===== src/hw/rtl/dipa_pkg.sv =====
// Shared types, character codes and the digit decode for the dotted IPv4 address parser.
// Used by dipa_core and dotted_ipv4_address_parser; no dependencies.
package dipa_pkg;

   typedef enum logic [1:0] {
      PH_START = 2'd0,
      PH_ZERO  = 2'd1,
      PH_HEX0  = 2'd2,
      PH_DIGIT = 2'd3
   } phase_type;

   typedef enum logic [1:0] {
      RADIX_DEC = 2'd0,
      RADIX_OCT = 2'd1,
      RADIX_HEX = 2'd2,
      RADIX_RSV = 2'd3
   } radix_type;

   typedef struct packed {
      logic        valid;
      logic [31:0] address;
      logic        status;
   } result_type;

   localparam logic [7:0]  CH_NUL   = 8'h00;
   localparam logic [7:0]  CH_DOT   = 8'h2e;
   localparam logic [7:0]  CH_ZERO  = 8'h30;
   localparam logic [7:0]  CH_ONE   = 8'h31;
   localparam logic [7:0]  CH_NINE  = 8'h39;
   localparam logic [7:0]  CH_LX    = 8'h78;
   localparam logic [7:0]  CH_UX    = 8'h58;
   localparam logic [7:0]  CH_LA    = 8'h61;
   localparam logic [7:0]  CH_LF    = 8'h66;
   localparam logic [7:0]  CH_UA    = 8'h41;
   localparam logic [7:0]  CH_UF    = 8'h46;

   localparam logic [31:0] ALL_ONES = 32'hffff_ffff;
   localparam logic [31:0] LIMIT_24 = 32'h00ff_ffff;
   localparam logic [31:0] LIMIT_16 = 32'h0000_ffff;
   localparam logic [31:0] LIMIT_8  = 32'h0000_00ff;

   // {valid, value}; valid low for anything that is not a hex digit
   function automatic logic [4:0] char_digit(input logic [7:0] c);
      logic [4:0] r;
      r = 5'd0;
      if (c >= CH_ZERO && c <= CH_NINE) begin
         r = {1'b1, 4'(c - CH_ZERO)};
      end else if (c >= CH_LA && c <= CH_LF) begin
         r = {1'b1, 4'(c - CH_LA + 8'd10)};
      end else if (c >= CH_UA && c <= CH_UF) begin
         r = {1'b1, 4'(c - CH_UA + 8'd10)};
      end
      return r;
   endfunction

endpackage


===== src/hw/rtl/dotted_ipv4_address_parser.sv =====
// Channel  | Direction | Ports                              | Transfer
// req      | in        | req_valid req_ready req_char_code  | one character
// rsp      | out       | rsp_valid rsp_ready rsp_address rsp_status | one parsed address
// One character per cycle unless a terminator stalls (see below); each character is registered,
// then stepped through dipa_core, and a terminator's result is registered in the result register.
// Reset is synchronous and returns the parser to the start of a new string.
// A terminator stalls in the input register only while the result register is full
// and not being drained; other characters never stall.
// Depends on dipa_pkg and dipa_core.
module dotted_ipv4_address_parser (
   input  logic        clock,
   input  logic        reset,
   input  logic        req_valid,
   output logic        req_ready,
   input  logic [7:0]  req_char_code,
   output logic        rsp_valid,
   input  logic        rsp_ready,
   output logic [31:0] rsp_address,
   output logic        rsp_status
);

   logic        in_valid_ff;
   logic [7:0]  in_char_ff;
   logic        out_valid_ff;
   logic [31:0] out_addr_ff;
   logic        out_status_ff;
   logic        out_free, advance;
   dipa_pkg::result_type result;

   assign out_free  = !out_valid_ff || rsp_ready;
   assign advance   = in_valid_ff && (!result.valid || out_free);
   assign req_ready = !in_valid_ff || advance;

   dipa_core u_core (
      .clock     (clock),
      .reset     (reset),
      .step_en   (advance),
      .char_code (in_char_ff),
      .result    (result)
   );

   always_ff @(posedge clock) begin
      if (reset) begin
         in_valid_ff <= 1'b0;
      end else if (req_ready) begin
         in_valid_ff <= req_valid;
      end
   end

   always_ff @(posedge clock) begin
      if (req_ready && req_valid) begin
         in_char_ff <= req_char_code;
      end
   end

   always_ff @(posedge clock) begin
      if (reset) begin
         out_valid_ff <= 1'b0;
      end else if (advance && result.valid) begin
         out_valid_ff <= 1'b1;
      end else if (rsp_ready) begin
         out_valid_ff <= 1'b0;
      end
   end

   always_ff @(posedge clock) begin
      if (advance && result.valid) begin
         out_addr_ff   <= result.address;
         out_status_ff <= result.status;
      end
   end

   assign rsp_valid   = out_valid_ff;
   assign rsp_address = out_addr_ff;
   assign rsp_status  = out_status_ff;

   a_bad_all_ones: assert property (@(posedge clock) disable iff (reset)
      rsp_valid && rsp_status |-> rsp_address == dipa_pkg::ALL_ONES)
      else $error("invalid result with address not all ones");

   a_stall_cause: assert property (@(posedge clock) disable iff (reset)
      !req_ready |-> in_valid_ff && result.valid && out_valid_ff && !rsp_ready)
      else $error("input stalled without a blocked result");

   a_result_lands: assert property (@(posedge clock) disable iff (reset)
      advance && result.valid |=> rsp_valid)
      else $error("stepped result not presented");

   a_held_result: assert property (@(posedge clock) disable iff (reset)
      rsp_valid && !rsp_ready |=> rsp_valid && $stable(rsp_address))
      else $error("pending result dropped or changed");

endmodule


===== src/hw/rtl/dipa_core.sv =====
// Parser state and per-character step logic: phase machine, part accumulator, part store.
// Depends on dipa_pkg.
module dipa_core (
   input  logic                 clock,
   input  logic                 reset,
   input  logic                 step_en,
   input  logic [7:0]           char_code,
   output dipa_pkg::result_type result
);

   dipa_pkg::phase_type phase_ff, phase_in;
   dipa_pkg::radix_type radix_ff, radix_in;
   logic [31:0] acc_ff, acc_in;
   logic        ovf_ff, ovf_in;
   logic        err_ff, err_in;
   logic [1:0]  count_ff, count_in;
   logic [7:0]  part_store_ff [3];

   logic [4:0]  dig;
   logic        is_nul, is_dot, is_x, is_lead0, is_nz;
   logic        in_radix, dot_ok;
   logic [35:0] acc_mul, acc_next;
   logic        fin, fin_bad, store;
   logic [31:0] limit, high;

   assign dig      = dipa_pkg::char_digit(char_code);
   assign is_nul   = char_code == dipa_pkg::CH_NUL;
   assign is_dot   = char_code == dipa_pkg::CH_DOT;
   assign is_x     = char_code == dipa_pkg::CH_LX || char_code == dipa_pkg::CH_UX;
   assign is_lead0 = char_code == dipa_pkg::CH_ZERO;
   assign is_nz    = char_code >= dipa_pkg::CH_ONE && char_code <= dipa_pkg::CH_NINE;
   assign dot_ok   = is_dot && count_ff < 2'd3 && !ovf_ff && acc_ff[31:8] == 24'd0;

   always_comb begin
      case (radix_ff)
         dipa_pkg::RADIX_OCT: begin
            in_radix = dig[4] && dig[3:0] < 4'd8;
            acc_mul  = {1'b0, acc_ff, 3'd0};
         end
         dipa_pkg::RADIX_HEX: begin
            in_radix = dig[4];
            acc_mul  = {acc_ff, 4'd0};
         end
         default: begin
            in_radix = dig[4] && dig[3:0] < 4'd10;
            acc_mul  = {1'b0, acc_ff, 3'd0} + {3'd0, acc_ff, 1'b0};
         end
      endcase
   end

   assign acc_next = acc_mul + {32'd0, dig[3:0]};

   // next state: phase, error flag and the actions taken by this character
   always_comb begin
      phase_in = phase_ff;
      err_in   = err_ff;
      fin      = 1'b0;
      fin_bad  = 1'b0;
      store    = 1'b0;
      if (err_ff) begin
         fin     = is_nul;
         fin_bad = 1'b1;
      end else begin
         unique case (phase_ff)
            dipa_pkg::PH_START: begin
               if (is_lead0) begin
                  phase_in = dipa_pkg::PH_ZERO;
               end else if (is_nz) begin
                  phase_in = dipa_pkg::PH_DIGIT;
               end else if (is_nul) begin
                  fin     = 1'b1;
                  fin_bad = 1'b1;
               end else begin
                  err_in = 1'b1;
               end
            end
            dipa_pkg::PH_HEX0: begin
               if (dig[4]) begin
                  phase_in = dipa_pkg::PH_DIGIT;
               end else if (is_nul) begin
                  fin     = 1'b1;
                  fin_bad = 1'b1;
               end else begin
                  err_in = 1'b1;
               end
            end
            dipa_pkg::PH_ZERO, dipa_pkg::PH_DIGIT: begin
               if (phase_ff == dipa_pkg::PH_ZERO && is_x) begin
                  phase_in = dipa_pkg::PH_HEX0;
               end else if (phase_ff == dipa_pkg::PH_ZERO && dig[4] && dig[3:0] < 4'd8) begin
                  phase_in = dipa_pkg::PH_DIGIT;
               end else if (phase_ff == dipa_pkg::PH_DIGIT && in_radix) begin
                  phase_in = dipa_pkg::PH_DIGIT;
               end else if (is_nul) begin
                  fin = 1'b1;
               end else if (dot_ok) begin
                  store    = 1'b1;
                  phase_in = dipa_pkg::PH_START;
               end else begin
                  err_in = 1'b1;
               end
            end
            default: begin
               err_in = 1'b1;
            end
         endcase
      end
      if (fin) begin
         phase_in = dipa_pkg::PH_START;
         err_in   = 1'b0;
      end
   end

   // datapath: accumulator, radix, overflow, part count and the result
   always_comb begin
      acc_in   = acc_ff;
      radix_in = radix_ff;
      ovf_in   = ovf_ff;
      count_in = count_ff;
      if (fin || store) begin
         acc_in   = 32'd0;
         radix_in = dipa_pkg::RADIX_DEC;
         ovf_in   = 1'b0;
         count_in = fin ? 2'd0 : count_ff + 2'd1;
      end else if (!err_ff) begin
         unique case (phase_ff)
            dipa_pkg::PH_START: begin
               if (is_lead0) begin
                  acc_in = 32'd0;
               end else if (is_nz) begin
                  acc_in   = {28'd0, dig[3:0]};
                  radix_in = dipa_pkg::RADIX_DEC;
               end
            end
            dipa_pkg::PH_ZERO: begin
               if (is_x) begin
                  radix_in = dipa_pkg::RADIX_HEX;
               end else if (dig[4] && dig[3:0] < 4'd8) begin
                  acc_in   = {28'd0, dig[3:0]};
                  radix_in = dipa_pkg::RADIX_OCT;
               end
            end
            dipa_pkg::PH_HEX0: begin
               if (dig[4]) begin
                  acc_in = {28'd0, dig[3:0]};
               end
            end
            dipa_pkg::PH_DIGIT: begin
               if (in_radix) begin
                  acc_in = acc_next[31:0];
                  ovf_in = ovf_ff | (acc_next[35:32] != 4'd0);
               end
            end
            default: begin
               acc_in = acc_ff;
            end
         endcase
      end

      case (count_ff)
         2'd1: begin
            limit = dipa_pkg::LIMIT_24;
            high  = {part_store_ff[0], 24'd0};
         end
         2'd2: begin
            limit = dipa_pkg::LIMIT_16;
            high  = {part_store_ff[0], part_store_ff[1], 16'd0};
         end
         2'd3: begin
            limit = dipa_pkg::LIMIT_8;
            high  = {part_store_ff[0], part_store_ff[1], part_store_ff[2], 8'd0};
         end
         default: begin
            limit = dipa_pkg::ALL_ONES;
            high  = 32'd0;
         end
      endcase

      result.valid = fin;
      if (!fin_bad && !ovf_ff && acc_ff <= limit) begin
         result.address = acc_ff | high;
         result.status  = 1'b0;
      end else begin
         result.address = dipa_pkg::ALL_ONES;
         result.status  = 1'b1;
      end
   end

   always_ff @(posedge clock) begin
      if (reset) begin
         phase_ff         <= dipa_pkg::PH_START;
         radix_ff         <= dipa_pkg::RADIX_DEC;
         acc_ff           <= 32'd0;
         ovf_ff           <= 1'b0;
         err_ff           <= 1'b0;
         count_ff         <= 2'd0;
         part_store_ff[0] <= 8'd0;
         part_store_ff[1] <= 8'd0;
         part_store_ff[2] <= 8'd0;
      end else if (step_en) begin
         phase_ff <= phase_in;
         radix_ff <= radix_in;
         acc_ff   <= acc_in;
         ovf_ff   <= ovf_in;
         err_ff   <= err_in;
         count_ff <= count_in;
         if (fin) begin
            part_store_ff[0] <= 8'd0;
            part_store_ff[1] <= 8'd0;
            part_store_ff[2] <= 8'd0;
         end else if (store) begin
            part_store_ff[count_ff] <= acc_ff[7:0];
         end
      end
   end

endmodule

===== config.mk =====
export PLATFORM = sky130hd
export DESIGN_NAME = dotted_ipv4_address_parser
export DESIGN_NICKNAME = d
export VERILOG_FILES = /design/src/hw/rtl/dipa_pkg.sv /design/src/hw/rtl/dotted_ipv4_address_parser.sv /design/src/hw/rtl/dipa_core.sv
export SDC_FILE = /design/constraint.sdc
export NUM_CORES = 1
export LEC_CHECK = 0
export BUFFER_PORTS_ARGS = -buffer_cell sky130_fd_sc_hd__buf_4
export CORE_UTILIZATION = 25
export CTS_CLUSTER_DIAMETER = 120
export DETAILED_ROUTE_END_ITERATION = 6
export SYNTH_ARGS = -nofsm -noshare
export SYNTH_HDL_FRONTEND = slang
export SYNTH_SLANG_ARGS = --single-unit

===== constraint.sdc =====
create_clock -name clock -period 8.3 [get_ports clock]
set_input_delay 1.66 -clock clock [delete_from_list [all_inputs] [get_ports clock]]
set_output_delay 1.66 -clock clock [all_outputs]
set_load 0.005 [all_outputs]

# ---- Word-level counts from Yosys, hierarchy flattened
# Memory sizes are Yosys's and may differ from the RTL's.
# Index checks and enable logic that the tools add are counted.
dict set report word_totals {
  mem_count 1
  ram_bits 24
  elab_cells 194
  ff_bits 83
  output_inout_bits 35
}
# memory depth width rd rd_clocked_by_memory_dff write_ports line
set mem_list {}
lappend mem_list {u_core.part_store_ff 3 8 3 0 3 dipa_core.sv:17} ;# logic [7:0] part_store_ff [3];
dict set report op_classes {
  n_addsub 8
  reduce_logical 43
  n_lt_le_gt_ge 11
  n_bitwise 5
  eq_ne 26
  muxes 89
}
# op count
set op_table {}
lappend op_table {{32-bit 2-to-1 mux} 8}
lappend op_table {{32-bit case mux with 3 select lines} 2}
lappend op_table {{32-bit case mux with 4 select lines} 1}
lappend op_table {{36-bit case mux with 2 select lines} 1}
lappend op_table {{1-bit 2-to-1 mux} 46}
lappend op_table {{35-bit by 33-bit adder with 36-bit output} 1}
lappend op_table {{36-bit by 4-bit adder with 36-bit output} 1}
lappend op_table {{2-bit 2-to-1 mux} 18}
lappend op_table {{32-bit less-or-equal comparator} 1}
lappend op_table {{8-bit 2-to-1 mux} 4}
lappend op_table {{32-bit bitwise OR} 1}
lappend op_table {{24-bit zero test} 1}
lappend op_table {{1-bit logical AND} 18}
lappend op_table {{8-bit by 6-bit == test with 1-bit output, second input constant} 2}
lappend op_table {{8-bit by 7-bit == test with 1-bit output, second input constant} 2}
lappend op_table {{8-bit by 6-bit greater-or-equal comparator with 1-bit output, second input constant} 2}
lappend op_table {{8-bit by 7-bit greater-or-equal comparator with 1-bit output, second input constant} 2}
lappend op_table {{8-bit by 7-bit less-or-equal comparator with 1-bit output, second input constant} 2}
lappend op_table {{5-bit 2-to-1 mux} 3}
lappend op_table {{6-bit AND reduction} 2}
lappend op_table {{4-bit by 1-bit subtractor with 4-bit output, second input constant} 3}
lappend op_table {{2-bit == test, second input constant} 5}
lappend op_table {{3-bit by 1-bit inequality test with 1-bit output, second input constant} 3}
lappend op_table {{3-bit inequality test, second input constant} 3}
lappend op_table {{other kinds (29)} 50}

# ---- Depth between registers and ports, before layout
# Gate-level depths: netlist (run 1).
dict set report depth {
  ltp_word 22
  ltp_mapped 20
  mapped_depth_nobuf 16
}

# ---- Modules after synthesis
# A second synthesis (run 1) with hierarchy kept.
dict set report unflattened {
  hier_cells 1034
  hier_area_um2 8858.5
}
# module cells_each instances seq_area_each_um2 area_per_inst_um2
set modules_own_cells {}
lappend modules_own_cells {dipa_core 981 1 1521.5 7523.5}
lappend modules_own_cells {dotted_ipv4_address_parser 53 1 1271.2 1335.0}

# ---- Worst setup path after synthesis (run 1)
# No wires, ideal clock.
dict set report synth_path {
  path_kind {reg-to-reg}
  from {register u_core.radix_ff[0]}
  to {register u_core.acc_ff[30]}
  path_buffers 7
  synth_period_minus_slack_ns 4.673
  setup_ns 0.071
  path_slack_ns 3.627
  stages_incl_launch_ff 21
  arrival_time_ns 4.602
  required_time_ns 8.229
  cell_sequence {dfxtp_1 inv_1 ha_1 clkbuf_1 buf_2 buf_1 buf_1 clkbuf_1 clkbuf_1 nand2_1 o21ai_0 ha_1 nor2_1 a2111oi_4 nand2_2 or2_1 buf_6 nor4_4 a21oi_1 or4_1 a21oi_1}
}
dict set report synth_via {
  elab_chain_len 12
  elab_cells_between_ends 31
  classes_between {add/sub: 1; eq/ne: 8; mux: 16; reduce/logical: 6}
}
# element line
set synth_lines {}
lappend synth_lines {{start: declaration} dipa_core.sv:12} ;# dipa_pkg::radix_type radix_ff, radix_in;
lappend synth_lines {{start signal: assignment} dipa_core.sv:192} ;# radix_ff <= dipa_pkg::RADIX_DEC;
lappend synth_lines {{start signal: assignment} dipa_core.sv:202} ;# radix_ff <= radix_in;
lappend synth_lines {{parallel branches: the longest is 12 deep, another holds 36-bit by 4-bit adder with 36-bit output} --}
lappend synth_lines {{end signal: assignment} dipa_core.sv:203} ;# acc_ff <= acc_in;
lappend synth_lines {{end: declaration} dipa_core.sv:13} ;# logic [31:0] acc_ff, acc_in;
# Parallel ways; which one is timed is not known. The select of a mux whose other input is x is not followed.
# A chain may end at the register's enable or synchronous reset.

# ---- Worst setup path after layout (run 1)
dict set report layout_path {
  from {register in_char_ff[1]}
  to {output port req_ready}
}
dict set report layout_via {
  elab_chain_len 18
  elab_cells_between_ends 46
  classes_between {add/sub: 5; order compare: 9; eq/ne: 3; mux: 13; reduce/logical: 16}
}
# element line
set layout_lines {}
lappend layout_lines {{start: declaration} dotted_ipv4_address_parser.sv:23} ;# logic [7:0] in_char_ff;
lappend layout_lines {{start signal: assignment} dotted_ipv4_address_parser.sv:52} ;# in_char_ff <= req_char_code;
lappend layout_lines {{4-bit by 1-bit subtractor with 4-bit output (tied with other cells)} {dipa_pkg.sv:49, dipa_pkg.sv:51}}
lappend layout_lines {{4-bit adder or 1-bit logical AND (tied branches)} {dipa_pkg.sv:49, dipa_pkg.sv:51, dipa_pkg.sv:50}}
lappend layout_lines {{5-bit 2-to-1 mux} dipa_pkg.sv:50} ;# end else if (c >= CH_UA && c <= CH_UF) begin
lappend layout_lines {{5-bit 2-to-1 mux} dipa_pkg.sv:48} ;# end else if (c >= CH_LA && c <= CH_LF) begin
lappend layout_lines {{5-bit 2-to-1 mux} dipa_pkg.sv:46} ;# if (c >= CH_ZERO && c <= CH_NINE) begin
lappend layout_lines {{4-bit less-than comparator (on tied branches)} {dipa_core.sv:45, dipa_core.sv:37, dipa_core.sv:90}}
lappend layout_lines {{1-bit logical AND (on tied branches)} {dipa_core.sv:45, dipa_core.sv:37}}
lappend layout_lines {{1-bit case mux with 2 select lines} dipa_core.sv:35} ;# case (radix_ff)
lappend layout_lines {{[... 2 more ...]} --}
lappend layout_lines {{1-bit 2-to-1 mux} dipa_core.sv:90} ;# end else if (phase_ff == dipa_pkg::PH_ZERO && dig[4] && dig[3:0] < 4'd8) begin
lappend layout_lines {{1-bit 2-to-1 mux} dipa_core.sv:88} ;# if (phase_ff == dipa_pkg::PH_ZERO && is_x) begin
lappend layout_lines {{1-bit case mux with 3 select lines} dipa_core.sv:64} ;# unique case (phase_ff)
lappend layout_lines {{1-bit 2-to-1 mux (*)} dipa_core.sv:60} ;# if (err_ff) begin
lappend layout_lines {{1-bit zero test (*)} dotted_ipv4_address_parser.sv:31} ;# assign advance = in_valid_ff && (!result.valid || out_free);
lappend layout_lines {{1-bit logical OR (*)} dotted_ipv4_address_parser.sv:31}
lappend layout_lines {{1-bit logical AND (*)} dotted_ipv4_address_parser.sv:31}
lappend layout_lines {{1-bit logical OR (*)} dotted_ipv4_address_parser.sv:32} ;# assign req_ready = !in_valid_ff || advance;
lappend layout_lines {{end: declaration} dotted_ipv4_address_parser.sv:14} ;# output logic req_ready,
# Every way passes the cells marked *; elsewhere a longest branch is shown, timed or not.

==> results of run 1 <==
worst register-to-register path: stages, from the launching register on:
cell and delay [ns]:
dfxtp_1 0.36, inv_1 0.06, ha_2 0.83, buf_4 0.49
inv_2 0.28, nor3_1 0.35, a32oi_1 0.20, nor3_1 0.35
nand2_2 0.14, or2_1 0.38, nor4_4 0.42, a21oi_1 0.11
or4_1 0.48, a21oi_1 0.15
cells in the final DEF, fill, tap and decap left out, drive strengths merged, types with 20 or more instances in the layout:
master / instances
nor2: 96
a21oi: 86
nand2: 83
ha: 73
edfxtp: 65
buf: 54
dfxtp: 42
inv: 37
o21ai: 36
a22oi: 35
nor3: 32
and3: 31
a21o: 27
nand4: 24
xnor2: 20
nor4: 20
sequential cells by signal (all words and copies together), names as in the netlist, 2 cells and up:
register              count
in_char_ff                8
rsp_address              32
u_core.acc_ff            32
u_core.count_ff           2
u_core.part_store_ff     24
u_core.phase_ff           2
u_core.radix_ff           2
power by group through the flow:
stage	clock (mW)	combinational [mW]	sequential, mW
5_1_grt	0.465	0.0952	0.594
2_1_floorplan	0	0.0614	0.598
3_5_place_dp	0	0.0855	0.604
6_report	0.447	0.0861	0.592
3_3_place_gp	0	0.0853	0.604
4_1_cts	0.448	0.0861	0.592
how the worst max path moves through the flow:
stage | startpoint | cells past startpoint | slack (ns) | endpoint
6_report | in_char_ff[1] | 12 | 3.12 | req_ready
5_1_grt | in_char_ff[1] | 12 | 2.82 | req_ready
4_1_cts | in_char_ff[1] | 12 | 3.16 | req_ready
3_5_place_dp | in_char_ff[1] | 12 | 3.58 | req_ready
3_3_place_gp | in_char_ff[1] | 12 | 3.67 | req_ready
2_1_floorplan | u_core.radix_ff[0] | 20 | 3.63 | u_core.acc_ff[30]
final cells by class:
cell class | instances | area (sq um)
clock inverter | 7 | 75.1
timing repair buffer | 54 | 405
fill | 3592 | 24100
multi-input combinational | 818 | 5550
tap | 448 | 561
clock buffer | 9 | 225
inverter | 34 | 128
sequential | 107 | 2790
stage by stage:
step                hold slack [ns]  area (sq um)  total power [mW]  cells
floorplan                     0.453          8700             0.660   1016
global route                  0.529          9730              1.15   1477
detailed placement            0.492          9430             0.690   1461
global placement              0.477          9430             0.689   1461
finish                        0.502          9730              1.12   1477
CTS                           0.503          9730              1.13   1477
logic make-up (layout without fill, tap and decap cells):
family / count (synthesis) / after routing
simple gates: 386 / 386
compound gates: 316 / 316
flops: 107 / 107
buf+inv: 91 / 104
fa+ha+maj: 74 / 74
xor+xnor: 34 / 34
mux: 8 / 8
metal layers:
metal  up-vias  share of wire  global-route usage
met5         -              0                   0
met4         0          0.025              0.0506
met3        34          0.062              0.0125
met2       300           0.44               0.210
met1      3810           0.47               0.200
li1       3904              -                   -
==> reports/metrics.csv, run 1 <==
stage,metric,value,unit
floorplanning,CORE AREA,33900,sq um
clock_tree,clock buffer count from CTS,9,
yosys,Synth Register Bits,107,
yosys,post-synth net total,1102,
detailed_routing,total wire length,25.1,mm
power_and_ir_drop,Static Leakage,4.05,nW
global_routing,largest net degree at the start of global routing,47,
critical_path,slowest cell delay on critical path,0.53,ns
detailed_routing,DRC Markers,0,
yosys,Synth Area in Simple Gates,0.233,
job,Max-Cap Viols,0,
yosys,Avg Inst Size Synth,8.56,sq um
clock_tree,Worst-Skew Late Latency,0.36,ns
floorplanning,starting density of the core,0.257,
layout,share of cells above drive strength 1,0.0952,
yosys,"Primary FF master, synth",edfxtp_1,
timing,Period minus WS final,5.18,ns
floorplanning,Die Wd,189,microns
yosys,most common cell in the netlist,nor2_1,
floorplanning,die area,35500,sq um
timing,Least-Margin Pin Slew,0.848,ns
yosys,post-synthesis compound-gate area fraction,0.252,
global_routing,gr usage total,0.137,
clock_tree,clk buf depth,2,
yosys,Netlist cell types,81,
placed_design,post-detail-place hpwl,18.8,mm
power_and_ir_drop,Clk network pwr share,0.397,
detailed_routing,initial drt markers,775,
timing,final setup violation count,0,
power_and_ir_drop,VDD IR-drop max,98.3,uV
yosys,yosys warns,0,
timing,final clock skew,0.00977,ns
floorplanning,# rows,67,
power_and_ir_drop,Flop pwr share,0.526,
worst_hold_path,Hold Crit Start,u_core.radix_ff[1],
yosys,cells after synthesis,1016,
detailed_routing,Via density,5.45,
timing,unrepaired setup endpoints after global routing,no,
detailed_routing,via count,8048,
timing,fin. max-slew vios,0,
critical_path,Critical Path RT,6.64,ns
clock_tree,Post-CTS Resized,0,
clock_tree,cts-stage hold buffer count,0,
yosys,dominant cells by area after synthesis,"edfxtp_1 (22%), ha_1 (11%), dfxtp_1 (9.7%)",
clock_tree,CTS Root Cell,clkbuf_16,
power_and_ir_drop,P_int,0.848,mW
timing,Fin. Hold Viols,0,
global_routing,"Remaining Overflow, GRT",0,
yosys,mux contribution to synthesized area,0.00935,
critical_path,"CP delay by family, top",compound AO/OA/AOI/OAI gates,
yosys,Async SR Flop Fraction,0,
layout,Nets,1110,
critical_path,Setup CP Type,reg -> out,
yosys,xor/xnor share of the synthesized area,0.0342,
detailed_routing,detailed-route wire length per cell,17.0,microns
timing,setup TNS,0,ns
power_and_ir_drop,Power Density,116,nW/um^2
clock_tree,setup bufs post-CTS,0,
worst_hold_path,Min-Delay Endpoint,u_core.radix_ff[1],
placed_design,I/O Buffers,46,
timing,slew margin rel.,0.432,
worst_hold_path,Worst Hold Path Cells,2,
power_and_ir_drop,Sw Pwr,0.277,mW
placed_design,dpl ws,3.58,ns
layout,Final Util,0.287,
critical_path,"Slowest-stage cell, CP",a21oi_1,
yosys,sequential area share after synthesis,0.321,
critical_path,worst reg2reg endpoint,u_core.acc_ff[30],
critical_path,crit path cell chain,"inv_1, ha_1, o21bai_1, a21oi_1, o21ai_0, a41o_1, a31o_2, a21oi_1, nor2_1, nor3_1, inv_1, buf_4",
worst_hold_path,HP Class,reg -> reg,
power_and_ir_drop,Switching Share,0.246,
yosys,Yosys top cell by area,edfxtp_1,
critical_path,Worst R2R Path Depth,13,
yosys,adder-cell share of the synthesized area,0.107,
yosys,Post-synth EDFFs,65,
global_routing,antenna violations before repair,0,
yosys,largest family of logic cells by synthesized area,compound AO/OA/AOI/OAI gates,
detailed_routing,Final ANT Viol Nets,0,
placed_design,gp weighted congestion,0.886,
critical_path,worst reg2reg setup slack,3.63,ns
layout,"Area growth, synth to finish",11.9,%
critical_path,Worst Path Arrival,3.52,ns
critical_path,Startpoint Class,flip-flop,
detailed_routing,DRT Pass-1 Iters,5,
run_status,status,"complete, no violations",
timing,Final Worst Setup Slack,3.12,ns
yosys,post-synth top area share,0.224,
critical_path,CP bufs+invs,3,
clock_tree,CTS Sinks,107,
timing,f_max,193,MHz
yosys,Commonest cells post-synth,"nor2_1 (96), a21oi_1 (86), nand2_1 (82)",
global_routing,vias in the first global route,7235,
critical_path,endpoint type of the worst setup path,output pin,
critical_path,CP max FO,10,
clock_tree,clock slew seen by the registers of the worst setup and hold paths,0.08,ns
clock_tree,CTS tree,built,
critical_path,reg2reg start,u_core.radix_ff[0],
floorplanning,I/O Pins,47,
clock_tree,H-Tree Depth,3,
timing,fin crit share,0.624,
yosys,area of the mapped netlist,8700,sq um
floorplanning,Die Span Y,189,microns
global_routing,global-route wire length before repair,39.6,mm
power_and_ir_drop,combinational power share,0.077,
layout,ant diodes,0,
No activity file was read; power rests on OpenSTA's default activity.
==> run 2, diff against run 1 <==
--- a/config.mk
+++ b/config.mk
@@ -5,6 +5,7 @@
 export SDC_FILE = /design/constraint.sdc
 export NUM_CORES = 1
 export LEC_CHECK = 0
+export ABC_AREA = 1
 export BUFFER_PORTS_ARGS = -buffer_cell sky130_fd_sc_hd__buf_4
 export CORE_UTILIZATION = 25
 export CTS_CLUSTER_DIAMETER = 120
==> constraint.sdc (replaced) <==
create_clock -name clock -period 5 [get_ports clock]
set_input_delay 1 -clock clock [delete_from_list [all_inputs] [get_ports clock]]
set_output_delay 1 -clock clock [all_outputs]
set_load 0.005 [all_outputs]
==> run 2 against run 1 <==
Compared with the run above:
- sequential share of layout area shrank 3.3 points
- combinational power grew to 3.8 times the previous value
- flip-flop and latch count unchanged
- clock-buffer cell count unchanged
- register-to-register slack lost 2.5 ns
- routed wire length increased by 28%
- critical path depth up 1
- power up 83%
- clock skew increased by 0.0058 ns
- hold slack gained 0.017 ns
==> reports/metrics.csv, run 2 <==
stage,metric,value,unit,change
timing,f_max,260,MHz,
clock_tree,clock buffer count from CTS,9,,unchanged
floorplanning,starting density of the core,0.254,,-0.00314
layout,share of cells above drive strength 1,0.0894,,-0.00588
critical_path,worst reg2reg endpoint,rsp_address[18],,
timing,final clock skew,0.0156,ns,+0.00580 ns
global_routing,global-route wire length before repair,50.4,mm,+27%
placed_design,Placed Cells incl. Taps,2024,,+39%
yosys,Synth Register Bits,107,,unchanged
detailed_routing,detailed-route wire length per cell,15.8,microns,-7.1%
clock_tree,clock slew seen by the registers of the worst setup and hold paths,0.08,ns,about the same
clock_tree,CTS tree,built,,
worst_hold_path,Hold Crit Start,u_core.ovf_ff,,
yosys,Netlist cell types,53,,-35%
clock_tree,CTS Root Cell,clkbuf_16,,
clock_tree,clk buf depth,2,,unchanged
clock_tree,Worst-Skew Late Latency,0.36,ns,about the same
detailed_routing,initial drt markers,710,,-8.4%
yosys,Yosys top cell by area,edfxtp_1,,
global_routing,largest net degree at the start of global routing,43,,-8.5%
clock_tree,cts-stage hold buffer count,0,,unchanged
run_status,status,"complete, no violations",,
floorplanning,die area,40000,sq um,+13%
timing,hold slack,0.519,ns,+0.0171 ns
floorplanning,Die Wd,200,microns,+6.1%
layout,"most common cell after layout, fill and taps aside",nand2_1,,
layout,Final Util,0.284,,-0.00301
placed_design,post-detail-place hpwl,25.1,mm,+34%
yosys,"Primary FF master, synth",edfxtp_1,,
critical_path,worst reg2reg setup slack,1.15,ns,-2.48 ns
timing,final setup violation count,0,,unchanged
layout,ant diodes,0,,unchanged
timing,Final Worst Setup Slack,1.15,ns,-1.97 ns
layout,Nets,1603,,+44%
timing,Fin. Hold Viols,0,,unchanged
floorplanning,Die Span Y,200,microns,+6.1%
clock_tree,setup bufs post-CTS,0,,unchanged
placed_design,placed inst area,10700,sq um,+13%
yosys,most common cell in the netlist,nand2_1,,
worst_hold_path,HP Class,reg -> reg,,
power_and_ir_drop,Power Density,188,nW/um^2,+62%
global_routing,antenna violations before repair,1,,+1
critical_path,Worst Path Arrival,3.91,ns,+0.39 ns
critical_path,Setup CP Type,reg -> reg,,
placed_design,dpl ws,1.16,ns,-2.42 ns
yosys,Async SR Flop Fraction,0,,unchanged
critical_path,Worst R2R Path Depth,13,,unchanged
yosys,Commonest cells post-synth,"nand2_1 (420), inv_1 (217), nor2_1 (156)",,
critical_path,endpoint type of the worst setup path,flip-flop,,
floorplanning,I/O Pins,47,,unchanged
yosys,sequential area share after synthesis,0.285,,-0.0362
clock_tree,CTS Sinks,107,,unchanged
detailed_routing,DRC Markers,0,,unchanged
detailed_routing,Via density,4.88,,-10%
power_and_ir_drop,Static Leakage,5.04,nW,+25%
clock_tree,Post-CTS Resized,0,,unchanged
timing,unrepaired setup endpoints after global routing,no,,
yosys,post-synth net total,1573,,+43%
yosys,Avg Inst Size Synth,6.59,sq um,-23%
detailed_routing,DRT Pass-1 Iters,6,,+1
detailed_routing,via count,9962,,+24%
global_routing,vias in the first global route,9302,,+29%
layout,Filler Cells Inserted,4224,,+18%
worst_hold_path,Worst Hold Path Cells,2,,unchanged
layout,most frequent cells in the layout,"nand2_1 (420), inv_1 (217), nor2_1 (156)",,
critical_path,Critical Path RT,5.06,ns,-1.58 ns
detailed_routing,Final ANT Viol Nets,0,,unchanged
clock_tree,H-Tree Depth,3,,unchanged
timing,fin crit share,0.770,,
floorplanning,# rows,72,,+7.5%
yosys,post-synth top area share,0.199,,-0.0253
job,Max-Cap Viols,0,,unchanged
placed_design,I/O Buffers,46,,unchanged
worst_hold_path,Min-Delay Endpoint,u_core.ovf_ff,,
global_routing,"Remaining Overflow, GRT",0,,unchanged
timing,fin. max-slew vios,0,,unchanged
timing,slew margin rel.,0.321,,-0.111
yosys,yosys warns,0,,unchanged
yosys,area of the mapped netlist,9800,sq um,+13%
detailed_routing,total wire length,32.2,mm,+28%
critical_path,reg2reg start,u_core.count_ff[0],,
yosys,dominant cells by area after synthesis,"edfxtp_1 (20%), nand2_1 (16%), ha_1 (9.3%)",,
layout,"Area growth, synth to finish",12.1,%,
yosys,Post-synth EDFFs,65,,unchanged
timing,Least-Margin Pin Slew,1.02,ns,+0.170 ns
global_routing,gr usage total,0.163,,+0.0255
layout,final non-filler cell total,2040,,+38%
timing,setup TNS,0,ns,unchanged
critical_path,Startpoint Class,flip-flop,,
power_and_ir_drop,VDD IR-drop max,145,uV,+48%
timing,Period minus WS final,3.85,ns,
floorplanning,CORE AREA,38600,sq um,+14%
power_and_ir_drop,total power,2.06,mW,+83%
layout,final instance area,11000,sq um,+13%
placed_design,gp weighted congestion,0.939,,+6.0%
yosys,cells after synthesis,1487,,+46%
critical_path,CP max FO,32,,+22
## run 2: cell types whose count changed after synthesis, sizes merged, moves of 31 or more
cell,change
a22oi,-35
and3,-31
inv,+197
nand2,+351
nand3,+129
nor2,+75
## run 2: layout make-up
cell class	count	area, sq um	area share
multi-input combinational	1113	5980	0.544
sequential	107	2790	0.254
inverter	233	875	0.0796
tap	518	648	0.0590
timing repair buffer	53	398	0.0362
clock buffer	9	225	0.0205
clock inverter	7	77.6	0.00706
## run 2: logic make-up (layout without fill, tap and decap cells)
kind of cell,after synthesis,after routing,synth area share
AOI/OAI and AO/OA,195,195,0.123
xor gates and xnor gates,17,17,0.0152
adders and majority gates,74,74,0.0952
buffers and inverters,267,302,0.106
DFF,107,107,0.285
and+or+nand+nor,827,827,0.377
## run 2: worst max-delay path by stage
stage / from / end / slack [ns] / cells past startpoint
floorplan: u_core.radix_ff[0] / u_core.ovf_ff / 1.90 / 23
global placement: in_char_ff[0] / u_core.ovf_ff / 1.33 / 24
detailed placement: u_core.count_ff[0] / rsp_address[18] / 1.16 / 13
CTS: u_core.count_ff[0] / rsp_address[18] / 1.16 / 13
global route: u_core.count_ff[0] / rsp_address[20] / 0.77 / 13
finish: u_core.count_ff[0] / rsp_address[18] / 1.15 / 13
## run 2: routing by layer
metal / global-route usage / up-vias / wire length (microns)
li1: - / 4976 / -
met1: 0.218 / 4587 / 14500
met2: 0.269 / 345 / 14800
met3: 0.0227 / 54 / 1990
met4: 0.0532 / 0 / 886
met5: 0 / - / 0
## run 2: power breakdown
| part | switching (mW) | internal [mW] | leakage (nW) |
|---|---|---|---|
| logic | 0.221 | 0.102 | 3.92 |
| registers | 0.0409 | 0.971 | 0.972 |
| clock network | 0.371 | 0.355 | 0.144 |
| total | 0.633 | 1.43 | 5.04 |
## run 2: worst max-delay path: stages (launching register included)
cell and delay [ns]:
dfxtp_1 0.37, inv_1 0.13, ha_1 0.19, clkinv_1 0.57
ha_1 0.57, nand2_1 0.07, inv_1 0.07, nand3_1 0.06
nor3_1 0.24, nand3_1 0.14, o22ai_1 0.17, nand2_1 0.08
inv_1 0.71, nand3_1 0.17
==> run 3, diff against run 2 <==
--- a/config.mk
+++ b/config.mk
@@ -5,7 +5,7 @@
 export SDC_FILE = /design/constraint.sdc
 export NUM_CORES = 1
 export LEC_CHECK = 0
-export ABC_AREA = 1
+export ABC_AREA = 0
 export BUFFER_PORTS_ARGS = -buffer_cell sky130_fd_sc_hd__buf_4
 export CORE_UTILIZATION = 25
 export CTS_CLUSTER_DIAMETER = 120
==> constraint.sdc (replaced) <==
create_clock -name clock -period 3.9 [get_ports clock]
set_input_delay 0.78 -clock clock [delete_from_list [all_inputs] [get_ports clock]]
set_output_delay 0.78 -clock clock [all_outputs]
set_load 0.005 [all_outputs]
==> run 3 against run 2 <==
Compared with the run above:
- register-to-register slack got worse by 0.97 ns
- die area down 11%
- sequential share of layout area increased by 0.36 points
- critical path type is now reg -> out
- design area shrank 1.4%
- sequential power rose by 24%
- global-route usage fell by 1.4 points
- highest routed layer unchanged
- clock skew decreased by 0.0022 ns
==> reports/metrics.csv, run 3 (synthesis results as in run 1) <==
stage,metric,value,unit,change
run_status,status,"complete, no violations",,
worst_hold_path,HP Class,reg -> reg,,
timing,fin. max-slew vios,0,,unchanged
global_routing,largest net degree at the start of global routing,50,,+16%
power_and_ir_drop,Flop pwr share,0.490,,about the same
power_and_ir_drop,Power Density,235,nW/um^2,+25%
detailed_routing,detailed-route wire length per cell,17.0,microns,+7.6%
detailed_routing,via count,8587,,-14%
clock_tree,CTS tree,built,,
detailed_routing,Final ANT Viol Nets,0,,unchanged
power_and_ir_drop,Sw Pwr,0.597,mW,-5.6%
placed_design,post-detail-place hpwl,20.5,mm,-18%
critical_path,CP max FO,10,,-69%
clock_tree,Worst-Skew Late Latency,0.36,ns,about the same
critical_path,slowest cell delay on critical path,0.57,ns,-0.14 ns
power_and_ir_drop,Clk network pwr share,0.421,,+0.069
critical_path,endpoint type of the worst setup path,output pin,,
clock_tree,CTS Sinks,107,,unchanged
layout,Nets,1222,,-24%
floorplanning,Die Span Y,189,microns,-5.8%
clock_tree,cts-stage hold buffer count,0,,unchanged
detailed_routing,initial drt markers,772,,+8.7%
detailed_routing,Via density,5.40,,+11%
timing,final setup violation count,0,,unchanged
critical_path,Setup CP Type,reg -> out,,
critical_path,CP bufs+invs,3,,-1
timing,final clock skew,0.0134,ns,-0.00220 ns
placed_design,gp weighted congestion,0.959,,+2.1%
timing,Fin. Hold Viols,0,,unchanged
timing,Least-Margin Pin Slew,0.815,ns,-0.203 ns
placed_design,I/O Buffers,46,,unchanged
layout,"Area growth, synth to finish",24.7,%,
critical_path,"Slowest-stage cell, CP",edfxtp_1,,
job,Max-Cap Viols,0,,unchanged
layout,most frequent cells in the layout,"buf_4 (163), nor2_1 (95), a21oi_1 (83)",,
power_and_ir_drop,Switching Share,0.234,,-0.0726
timing,fin crit share,0.966,,
floorplanning,starting density of the core,0.257,,+0.00314
power_and_ir_drop,combinational power share,0.089,,-0.068
detailed_routing,DRT Pass-1 Iters,5,,-1
floorplanning,# rows,67,,-6.9%
clock_tree,clock slew seen by the registers of the worst setup and hold paths,0.07,ns,about the same
layout,"most common cell after layout, fill and taps aside",buf_4,,
power_and_ir_drop,VDD IR-drop max,210,uV,+44%
global_routing,antenna violations before repair,0,,-1
global_routing,"Remaining Overflow, GRT",0,,unchanged
clock_tree,H-Tree Depth,3,,unchanged
clock_tree,CTS Root Cell,clkbuf_16,,
global_routing,vias in the first global route,7873,,-15%
timing,Period minus WS final,3.77,ns,
floorplanning,I/O Pins,47,,unchanged
floorplanning,die area,35500,sq um,-11%
critical_path,cell mode on critical path,buf_4,,
timing,f_max,266,MHz,
placed_design,dpl ws,0.0109,ns,-1.15 ns
critical_path,Worst Path Arrival,2.99,ns,-0.92 ns
critical_path,Critical Path RT,3.12,ns,-1.94 ns
power_and_ir_drop,Static Leakage,4.67,nW,-7.4%
layout,ant diodes,0,,unchanged
global_routing,global-route wire length before repair,42.7,mm,-15%
power_and_ir_drop,P_int,1.95,mW,+37%
floorplanning,CORE AREA,33900,sq um,-12%
floorplanning,Die Wd,189,microns,-5.8%
timing,slew margin rel.,0.452,,+0.131
critical_path,crit path cell chain,"o21bai_2, a21oi_2, buf_4, o21ai_0, a41o_1, a31o_4, a21oi_4, nor2_2, nor3_2, inv_1, buf_4",,
clock_tree,clk buf depth,2,,unchanged
critical_path,"CP delay by family, top",compound AO/OA/AOI/OAI gates,,
critical_path,Startpoint Class,flip-flop,,
global_routing,gr usage total,0.149,,-0.0138
layout,Final Util,0.320,,+0.0357
layout,Filler Cells Inserted,3544,,-16%
detailed_routing,total wire length,27.0,mm,-16%
power_and_ir_drop,total power,2.55,mW,+24%
timing,Final Worst Setup Slack,0.134,ns,-1.02 ns
layout,share of cells above drive strength 1,0.211,,+0.122
clock_tree,clock buffer count from CTS,9,,unchanged
detailed_routing,DRC Markers,0,,unchanged
run 3: metrics by stage:
step | instances | cell area [sq um] | hold WS (ns) | TNS (ns)
2_1_floorplan | 1016 | 8720 | 0.457 | -0.566
3_3_place_gp | 1566 | 10300 | 0.503 | 0
3_5_place_dp | 1566 | 10300 | 0.508 | 0
4_1_cts | 1586 | 10600 | 0.519 | 0
5_1_grt | 1589 | 10800 | 0.533 | -0.155
6_report | 1589 | 10800 | 0.518 | 0
run 3: cell type report:
class / instances / area (sq um) / share of cell area
Inverter: 34 / 128 / 0.0118
Multi-Input combinational cell: 818 / 5740 / 0.529
Sequential cell: 107 / 2790 / 0.258
Clock inverter: 6 / 111 / 0.0103
Clock buffer: 10 / 229 / 0.0211
Timing Repair Buffer: 166 / 1280 / 0.118
Tap cell: 448 / 561 / 0.0517
run 3: metal layers:
layer	track usage	vias up	routed length (microns)
met2	0.242	289	12400
met4	0.0521	0	716
li1	-	4134	-
met1	0.207	4119	12600
met3	0.0114	45	1380
met5	0	-	0
run 3: path summary, 6_finish.rpt:
path | from | endpoint | slack, ns | cells after the start
max | in_char_ff[2] | req_ready | 0.13 | 11
max reg2reg | u_core.count_ff[0] | rsp_address[26] | 0.18 | 14
min reg2reg | u_core.ovf_ff | u_core.ovf_ff | 0.52 | 2
min | u_core.ovf_ff | u_core.ovf_ff | 0.52 | 2
run 3: worst register-to-register path, delay by kind of cell, from the launching register on:
| kind | cells | cell delay [ns] |
|---|---|---|
| fa+ha+maj | 2 | 0.69 |
| buf+inv | 1 | 0.24 |
| compound gates | 10 | 2.00 |
| simple gates | 1 | 0.09 |
| flops | 1 | 0.45 |
run 3: timing repair:
action	4_1_cts	5_1_grt
setup buffers	4	3
pin swaps	1	13
endpoints found under the setup margin	2	13
resized for setup	3	40
run 3: power groups by stage:
stage,Sequential [mW],Combinational [mW],Clock [mW]
floorplan,1.27,0.131,0
global placement,1.27,0.207,0
detailed placement,1.28,0.209,0
CTS,1.25,0.215,1.08
global route,1.25,0.250,1.12
finish,1.25,0.226,1.07
